--- src/hdl/bcdalu_pkg.sv ---
// package: operation codes, flag positions and the result bundle of the bcd-capable alu
package bcdalu_pkg;

	localparam int DATA_W = 8;
	localparam int OP_W   = 4;

	typedef logic [DATA_W-1:0] data_t;
	typedef logic [OP_W-1:0]   op_code_t;

	typedef enum logic [OP_W-1:0] {
		OP_ADC  = 4'd0,
		OP_SBC  = 4'd1,
		OP_CMP  = 4'd2,
		OP_AND  = 4'd3,
		OP_ORA  = 4'd4,
		OP_EOR  = 4'd5,
		OP_BIT  = 4'd6,
		OP_ASL  = 4'd7,
		OP_LSR  = 4'd8,
		OP_ROL  = 4'd9,
		OP_ROR  = 4'd10,
		OP_INC  = 4'd11,
		OP_DEC  = 4'd12,
		OP_LOAD = 4'd13
	} alu_op_t;

	// status bit positions
	localparam int FLAG_C = 0;
	localparam int FLAG_Z = 1;
	localparam int FLAG_D = 3;
	localparam int FLAG_V = 6;
	localparam int FLAG_N = 7;

	// decimal adjust constants
	localparam logic [4:0] BCD_DIGIT_MAX = 5'h09;
	localparam logic [9:0] BCD_LO_FIX    = 10'h006;
	localparam logic [9:0] BCD_HI_MAX    = 10'h09F;
	localparam logic [9:0] BCD_HI_FIX    = 10'h060;
	localparam logic [9:0] BCD_HI_STEP   = 10'h010;

	typedef struct packed {
		data_t result;
		data_t status;
		logic  writes_result;
	} alu_res_t;

endpackage

--- src/hdl/bcd_capable_8bit_alu_unit.sv ---
// top level: input register, alu datapath and result register
//
// usage
//  - an operation transfers in at a rising edge with start high and busy low;
//    busy is held low, so a new operation may transfer in every cycle
//  - the operation is registered into stage 1, evaluated by one pass of
//    combinational logic (binary or nmos-style decimal adc/sbc, compare,
//    logic ops, bit test, shifts, inc/dec, load) and registered into stage 2
//  - the result appears on result, status_out and writes_result once the
//    stage 1 and stage 2 registers have passed it, marked by done for exactly one
//    cycle; throughput is one operation per cycle, set by the single-pass
//    datapath between the two register stages
//  - writes_result is low for compare, bit test and unused op codes
//  - the receiver cannot stall: each result transfers out at the edge that
//    ends its done cycle
//  - reset (arst_n low) clears both stage valid bits, so no result is
//    reported from anything in flight; payload registers are not reset
//  - there is no configuration and no state between operations
module bcd_capable_8bit_alu_unit (
	input  logic                 clk,
	input  logic                 arst_n,
	input  logic                 start,
	output logic                 busy,
	input  bcdalu_pkg::op_code_t op,
	input  bcdalu_pkg::data_t    reg_value,
	input  bcdalu_pkg::data_t    operand,
	input  bcdalu_pkg::data_t    status_in,
	output logic                 done,
	output bcdalu_pkg::data_t    result,
	output bcdalu_pkg::data_t    status_out,
	output logic                 writes_result
);
	import bcdalu_pkg::*;

	logic     take;
	// stage 1: registered input
	logic     valid_s1;
	op_code_t op_s1;
	data_t    a_s1;
	data_t    m_s1;
	data_t    st_s1;
	// stage 2: registered result
	logic     valid_s2;
	alu_res_t res_s2;
	alu_res_t res_comb;

	// never blocks: a transfer is possible every cycle
	assign busy = 1'b0;
	assign take = start & ~busy;

	// valid bits are control state and reset
	always_ff @(posedge clk or negedge arst_n) begin
		if (!arst_n) begin
			valid_s1 <= 1'b0;
			valid_s2 <= 1'b0;
		end else begin
			valid_s1 <= take;
			valid_s2 <= valid_s1;
		end
	end

	// input capture
	always_ff @(posedge clk) begin
		if (take) begin
			op_s1 <= op;
			a_s1  <= reg_value;
			m_s1  <= operand;
			st_s1 <= status_in;
		end
	end

	bcdalu_core u_core (
		.op  (op_s1),
		.a   (a_s1),
		.m   (m_s1),
		.st  (st_s1),
		.res (res_comb)
	);

	// result capture
	always_ff @(posedge clk) begin
		if (valid_s1) begin
			res_s2 <= res_comb;
		end
	end

	assign done          = valid_s2;
	assign result        = res_s2.result;
	assign status_out    = res_s2.status;
	assign writes_result = res_s2.writes_result;

	// every transfer in yields a done once it has passed stage 1 and stage 2
	a_lat: assert property (@(posedge clk) disable iff (!arst_n)
		take |-> ##2 done)
		else $error("missing done two cycles after transfer in");

	// no done without a matching earlier transfer in
	a_no_spurious: assert property (@(posedge clk) disable iff (!arst_n)
		done |-> $past(take, 2))
		else $error("done without a matching transfer in");

	// unused op codes produce zero, no write-back, status unchanged
	a_unused: assert property (@(posedge clk) disable iff (!arst_n)
		(take && (op > OP_LOAD)) |-> ##2
			(result == '0 && !writes_result && status_out == $past(status_in, 2)))
		else $error("unused op code altered result or status");

	// the decimal flag is never touched by any operation
	a_dflag: assert property (@(posedge clk) disable iff (!arst_n)
		done |-> (status_out[FLAG_D] == $past(status_in[FLAG_D], 2)))
		else $error("decimal flag changed");

endmodule

--- src/hdl/bcdalu_core.sv ---
// combinational datapath: binary/decimal add and subtract, compare, logic, bit test, shifts, inc/dec, load
module bcdalu_core (
	input  bcdalu_pkg::op_code_t op,
	input  bcdalu_pkg::data_t    a,
	input  bcdalu_pkg::data_t    m,
	input  bcdalu_pkg::data_t    st,
	output bcdalu_pkg::alu_res_t res
);
	import bcdalu_pkg::*;

	logic       carry;
	logic       borrow;
	logic       dec_mode;

	// add path
	logic [8:0] add_bin;
	logic       add_v;
	logic [4:0] add_lo;
	logic [5:0] add_lo_adj;
	logic [9:0] add_hi;
	logic [9:0] add_sum;
	logic [9:0] add_sum_adj;

	// subtract path
	logic [8:0] sub_bin;
	logic       sub_v;
	logic [4:0] sub_lo;
	logic [4:0] sub_lo_adj;
	logic [9:0] sub_hi;
	logic [9:0] sub_sum;
	logic [9:0] sub_sum_adj;

	logic [8:0] cmp_diff;
	data_t      r;
	data_t      s;
	logic       wr;

	assign carry    = st[FLAG_C];
	assign borrow   = ~st[FLAG_C];
	assign dec_mode = st[FLAG_D];

	// adc
	always_comb begin
		add_bin = {1'b0, a} + {1'b0, m} + {8'd0, carry};
		add_v   = ~(a[7] ^ m[7]) & (a[7] ^ add_bin[7]);
		add_lo  = {1'b0, a[3:0]} + {1'b0, m[3:0]} + {4'd0, carry};
		add_hi  = {2'b00, a[7:4], 4'h0} + {2'b00, m[7:4], 4'h0};
		if (add_lo > BCD_DIGIT_MAX) begin
			add_lo_adj = {1'b0, add_lo} + BCD_LO_FIX[5:0];
			add_hi     = add_hi + BCD_HI_STEP;
		end else begin
			add_lo_adj = {1'b0, add_lo};
		end
		add_sum = add_hi + {6'd0, add_lo_adj[3:0]};
		if (add_sum > BCD_HI_MAX) begin
			add_sum_adj = add_sum + BCD_HI_FIX;
		end else begin
			add_sum_adj = add_sum;
		end
	end

	// sbc, two's complement with sign in the top bit
	always_comb begin
		sub_bin = {1'b0, a} - {1'b0, m} - {8'd0, borrow};
		sub_v   = (a[7] ^ m[7]) & (a[7] ^ sub_bin[7]);
		sub_lo  = {1'b0, a[3:0]} - {1'b0, m[3:0]} - {4'd0, borrow};
		sub_hi  = {2'b00, a[7:4], 4'h0} - {2'b00, m[7:4], 4'h0};
		if (sub_lo[4]) begin
			sub_lo_adj = sub_lo - BCD_LO_FIX[4:0];
			sub_hi     = sub_hi - BCD_HI_STEP;
		end else begin
			sub_lo_adj = sub_lo;
		end
		sub_sum = sub_hi + {6'd0, sub_lo_adj[3:0]};
		if (sub_sum[9]) begin
			sub_sum_adj = sub_sum - BCD_HI_FIX;
		end else begin
			sub_sum_adj = sub_sum;
		end
	end

	assign cmp_diff = {1'b0, a} - {1'b0, m};

	always_comb begin
		r  = '0;
		s  = st;
		wr = 1'b1;
		case (op)
			OP_ADC: begin
				if (dec_mode) begin
					r = add_sum_adj[7:0];
					s[FLAG_C] = (add_sum_adj > 10'h0FF);
					s[FLAG_N] = add_sum_adj[7];
					s[FLAG_Z] = (add_bin[7:0] == 8'h00);
				end else begin
					r = add_bin[7:0];
					s[FLAG_C] = add_bin[8];
					s[FLAG_N] = add_bin[7];
					s[FLAG_Z] = (add_bin[7:0] == 8'h00);
				end
				s[FLAG_V] = add_v;
			end
			OP_SBC: begin
				r = dec_mode ? sub_sum_adj[7:0] : sub_bin[7:0];
				s[FLAG_N] = r[7];
				s[FLAG_Z] = (sub_bin[7:0] == 8'h00);
				s[FLAG_C] = ~sub_bin[8];
				s[FLAG_V] = sub_v;
			end
			OP_CMP: begin
				r  = cmp_diff[7:0];
				s[FLAG_C] = ~cmp_diff[8];
				wr = 1'b0;
			end
			OP_AND:  r = a & m;
			OP_ORA:  r = a | m;
			OP_EOR:  r = a ^ m;
			OP_BIT: begin
				r  = a & m;
				s[FLAG_V] = m[6];
				wr = 1'b0;
			end
			OP_ASL: begin
				r = {m[6:0], 1'b0};
				s[FLAG_C] = m[7];
			end
			OP_LSR: begin
				r = {1'b0, m[7:1]};
				s[FLAG_C] = m[0];
			end
			OP_ROL: begin
				r = {m[6:0], carry};
				s[FLAG_C] = m[7];
			end
			OP_ROR: begin
				r = {carry, m[7:1]};
				s[FLAG_C] = m[0];
			end
			OP_INC:  r = m + 8'd1;
			OP_DEC:  r = m - 8'd1;
			OP_LOAD: r = m;
			default: begin
				r  = '0;
				wr = 1'b0;
			end
		endcase

		// common n/z update from the result byte; bit test takes n from the operand
		case (op)
			OP_CMP, OP_AND, OP_ORA, OP_EOR, OP_ASL, OP_LSR, OP_ROL, OP_ROR,
			OP_INC, OP_DEC, OP_LOAD: begin
				s[FLAG_N] = r[7];
				s[FLAG_Z] = (r == 8'h00);
			end
			OP_BIT: begin
				s[FLAG_N] = m[7];
				s[FLAG_Z] = (r == 8'h00);
			end
			default: begin
			end
		endcase
	end

	assign res.result        = r;
	assign res.status        = s;
	assign res.writes_result = wr;

endmodule

--- config.mk ---
export PLATFORM = sky130hd
export DESIGN_NAME = bcd_capable_8bit_alu_unit
export DESIGN_NICKNAME = d
export VERILOG_FILES = /design/src/hdl/bcdalu_pkg.sv /design/src/hdl/bcd_capable_8bit_alu_unit.sv /design/src/hdl/bcdalu_core.sv
export SDC_FILE = /design/constraint.sdc
export NUM_CORES = 1
export LEC_CHECK = 0
export BUFFER_PORTS_ARGS = -buffer_cell sky130_fd_sc_hd__buf_4
export CAP_MARGIN = 20
export CORE_UTILIZATION = 25
export DETAILED_ROUTE_END_ITERATION = 16
export HOLD_SLACK_MARGIN = 0.08
export SLEW_MARGIN = 10
export SYNTH_ARGS = -nofsm -noshare
export SYNTH_HDL_FRONTEND = slang
export SYNTH_HIERARCHICAL = 1
export SYNTH_SLANG_ARGS = --single-unit
--- constraint.sdc ---
create_clock -name clk -period 3.85 [get_ports clk]
set_input_delay 0.77 -clock clk [delete_from_list [all_inputs] [get_ports clk]]
set_output_delay 0.77 -clock clk [all_outputs]
set_load 0.005 [all_outputs]
==> impl_metrics.toml <==
[power]
cellPowerDensity_mw_per_mm2 = 398
leakage_nw = 2.40
irDropWorstVdd_mv = 0.166

[clocking]
clockRootBuffer = "clkbuf_16"
clkLatencyLatePin_ns = 0.30
htreeDepth = 2
cts_tree = "built"
cts_buffer_depth = 2
cts.clk_slew.worst_paths_ns = 0.06
cts_setup_buffers = 0
cts_made_buffers = 5
clock-sinks = 47

[placement]
port_buffers = 48
place_inst = 872
dp_hpwl_mm = 11.9
dpl_cell_area_mm2 = 0.00576
dp_slack_ns = 0.106
gp_congestion = 0.950

[synth]
syn_nets = 645
async_reset_ff_share_pct = 4.26
yosysSeqAreaShare_pct = 28.0
ys_warn_count = 6
ys_ff_latch = 47
synth_edf_count = 45
synthTopCellsByArea = "edfxtp_1 (27%), ha_1 (11%), xnor2_1 (4.9%), inv_1 (3.5%), nor2_1 (3.5%)"
ys.flop_type = "edfxtp_1"
synthCells = 563
synth_area_mm2 = 0.00500
yosysUniqueCellTypes = 77
synth_area_per_cell_um2 = 8.88
synth_top_area_share_pct = 27.0
synth_top_area_cell = "edfxtp_1"

[critical_path]
path_class = "reg2reg"
arrival_ns = 3.74
r2r_setup_slack_ns = 0.24
r2r_end = "status_out[1]"
required_ns = 3.98
r2r-start = "st_s1[0]"
cp_max_fo = 4
r2r_cells = 14
critPathCaptureType = "register"
start_kind = "register"

[layout]
areaGrowthSynthToFinish_pct = 19.5
final_cell_count_no_fill = 880
fillers = 2116
nets = 696
final_layout_size_suffix_gt1_share_pct = 18.9
regArea_mm2 = 0.00140
final_area_mm2 = 0.00597
multi_input_area_mm2 = 0.00329
antenna_cells = 0

[grt]
grt_overflow_total = 0
antenna_found_initial = 0
grt_max_degree = 37
grt_usage_pct = 15.2
grt_pass1_wl_mm = 23.8
grt_pass1_vias = 4395

[drt]
wl_mm = 15.3
drc = 0
vias_per_cell = 5.31
vias = 4670
drtAntennaViolNets = 0
dr.pass1.iters = 5
drt_iter0_markers = 528
wl_per_cell_um = 17.4

[floorplan]
dieArea_mm2 = 0.0206
start_util_pct = 25.6
die_x_um = 143
row_count = 51
die_height_um = 143
core_area_mm2 = 0.0195
io_pins = 50

[sta]
relSlewSlack_pct = 40.4
post-route-period-util_pct = 93.7
clock.fmax_mhz = 277
final_hold_viol_count = 0
slew_violations = 0
clock_skew_ns = 0.00795
hold_ws_ns = 0.238
tns_ns = 0
layout_setup_ws_ns = 0.242
max_slew.worst_pin.slew_ns = 0.886
rsz0062_at_grt = "no"
finalCriticalPeriod_ns = 3.61
finalSetupViolCount = 0

[worst_hold_path]
hold_class = "in2async"

[flow_run]
cap_violations = 0

[status]
status = "finished, final reports clean"
[worst max-delay path by stage]
stage	endpoint	cells past startpoint	from
finish	status_out[1]	14	st_s1[0]
detailed placement	status_out[1]	14	a_s1[0]
global route	status_out[1]	13	st_s1[0]
CTS	status_out[1]	14	a_s1[0]
floorplan	status_out[1]	14	m_s1[0]
global placement	status_out[1]	14	a_s1[0]
[logic make-up (layout without fill, tap and decap cells)]
family	after synthesis	count (layout)	share of synthesized area (%)
compound gates	157	157	22.8
flops	47	47	28.0
simple gates	174	174	18.8
buf+inv	81	133	6.83
fa+ha+maj	52	52	14.0
mux	13	13	2.73
other cells	1	1	0.0750
xor+xnor	38	38	6.66
[cell usage after synthesis, types with 6 or more instances]
cell type and n:
xor2_1 10, a21oi_1 27, mux2i_1 8, and3_1 7
or2_2 6, a31oi_1 9, clkbuf_1 17, o21bai_1 6
nand2_1 21, o22ai_1 6, buf_4 7, a32oi_1 6
inv_1 46, edfxtp_1 45, a21o_1 7, xnor2_1 28
o21ai_0 23, nor4_1 8, o211ai_1 13, nand4_1 7
nor3_1 18, buf_2 9, fa_1 7, nand3_1 12
or3_1 10, ha_1 44, nor2b_1 7, nand2b_1 9
nor2_1 46
[layer usage]
metal | up-vias | track usage (%) | wire, µm
li1 | 2199 | - | -
met1 | 2241 | 20.6 | 6960
met2 | 202 | 23.8 | 6810
met3 | 28 | 3.20 | 1210
met4 | 0 | 5.26 | 324
met5 | - | 0 | 0
[cell usage in the layout, fill, tap and decap left out, types with 6 or more instances in the layout]
master     n
edfxtp_1  45
or2_2      6
nor3_1    18
nor2b_1    7
a21o_1     7
nand2_1   21
nand2b_1   8
and3_1     7
a32oi_1    6
o211ai_1  13
ha_1      44
mux2i_1    8
nand4_1    7
o21bai_1   6
a31oi_1    9
o22ai_1    6
a21oi_1   27
nor4_1     7
xor2_1    10
o21ai_0   23
xnor2_1   28
nand3_1   12
inv_1     45
nor2_1    44
or3_1     10
buf_4     78
[layout make-up]
class	count	share of cell area (%)
sequential	47	23.5
multi-input combinational	435	55.0
clock inverter	3	1.13
clock buffer	5	2.09
tap	265	5.55
timing repair buffer	78	9.80
inverter	47	2.95
[report_power, final]
part	internal, mW	switching [mW]	total, mW
combinational	0.497	0.655	1.15
clock	0.372	0.192	0.564
sequential	0.627	0.0382	0.665
[worst max-delay path, stage by stage, from the launching register on]
cell      delay (ns)
edfxtp_1        0.34
inv_1           0.10
fa_2            0.62
inv_1           0.05
ha_1            0.19
nor2_2          0.12
fa_2            0.24
nand2b_4        0.08
a211o_1         0.36
a2111o_1        0.46
nand2_1         0.12
o211ai_1        0.10
nor2_1          0.25
nand4_1         0.14
o31ai_2         0.24
[through the flow]
step | power [mW] | util (%)
2_1_floorplan | 1.44 | -
3_3_place_gp | 1.78 | 29.5
3_5_place_dp | 1.79 | 29.5
4_1_cts | 2.37 | 30.5
5_1_grt | 2.53 | 30.6
6_report | 2.38 | 30.6
[timing repair]
| action | in CTS | in global routing |
|---|---|---|
| gates resized for setup | 0 | 7 |
| setup endpoints to repair | 0 | 2 |
| hold buffers | 0 | 0 |
[registers in the layout, summed over array words and instances, names as in the netlist]
name           flops
valid_s1           1
writes_result      1
a_s1               8
status_out         8
m_s1               8
result             8
done               1
st_s1              8
op_s1              4
Note: power is estimated with default switching activity, not from simulation.
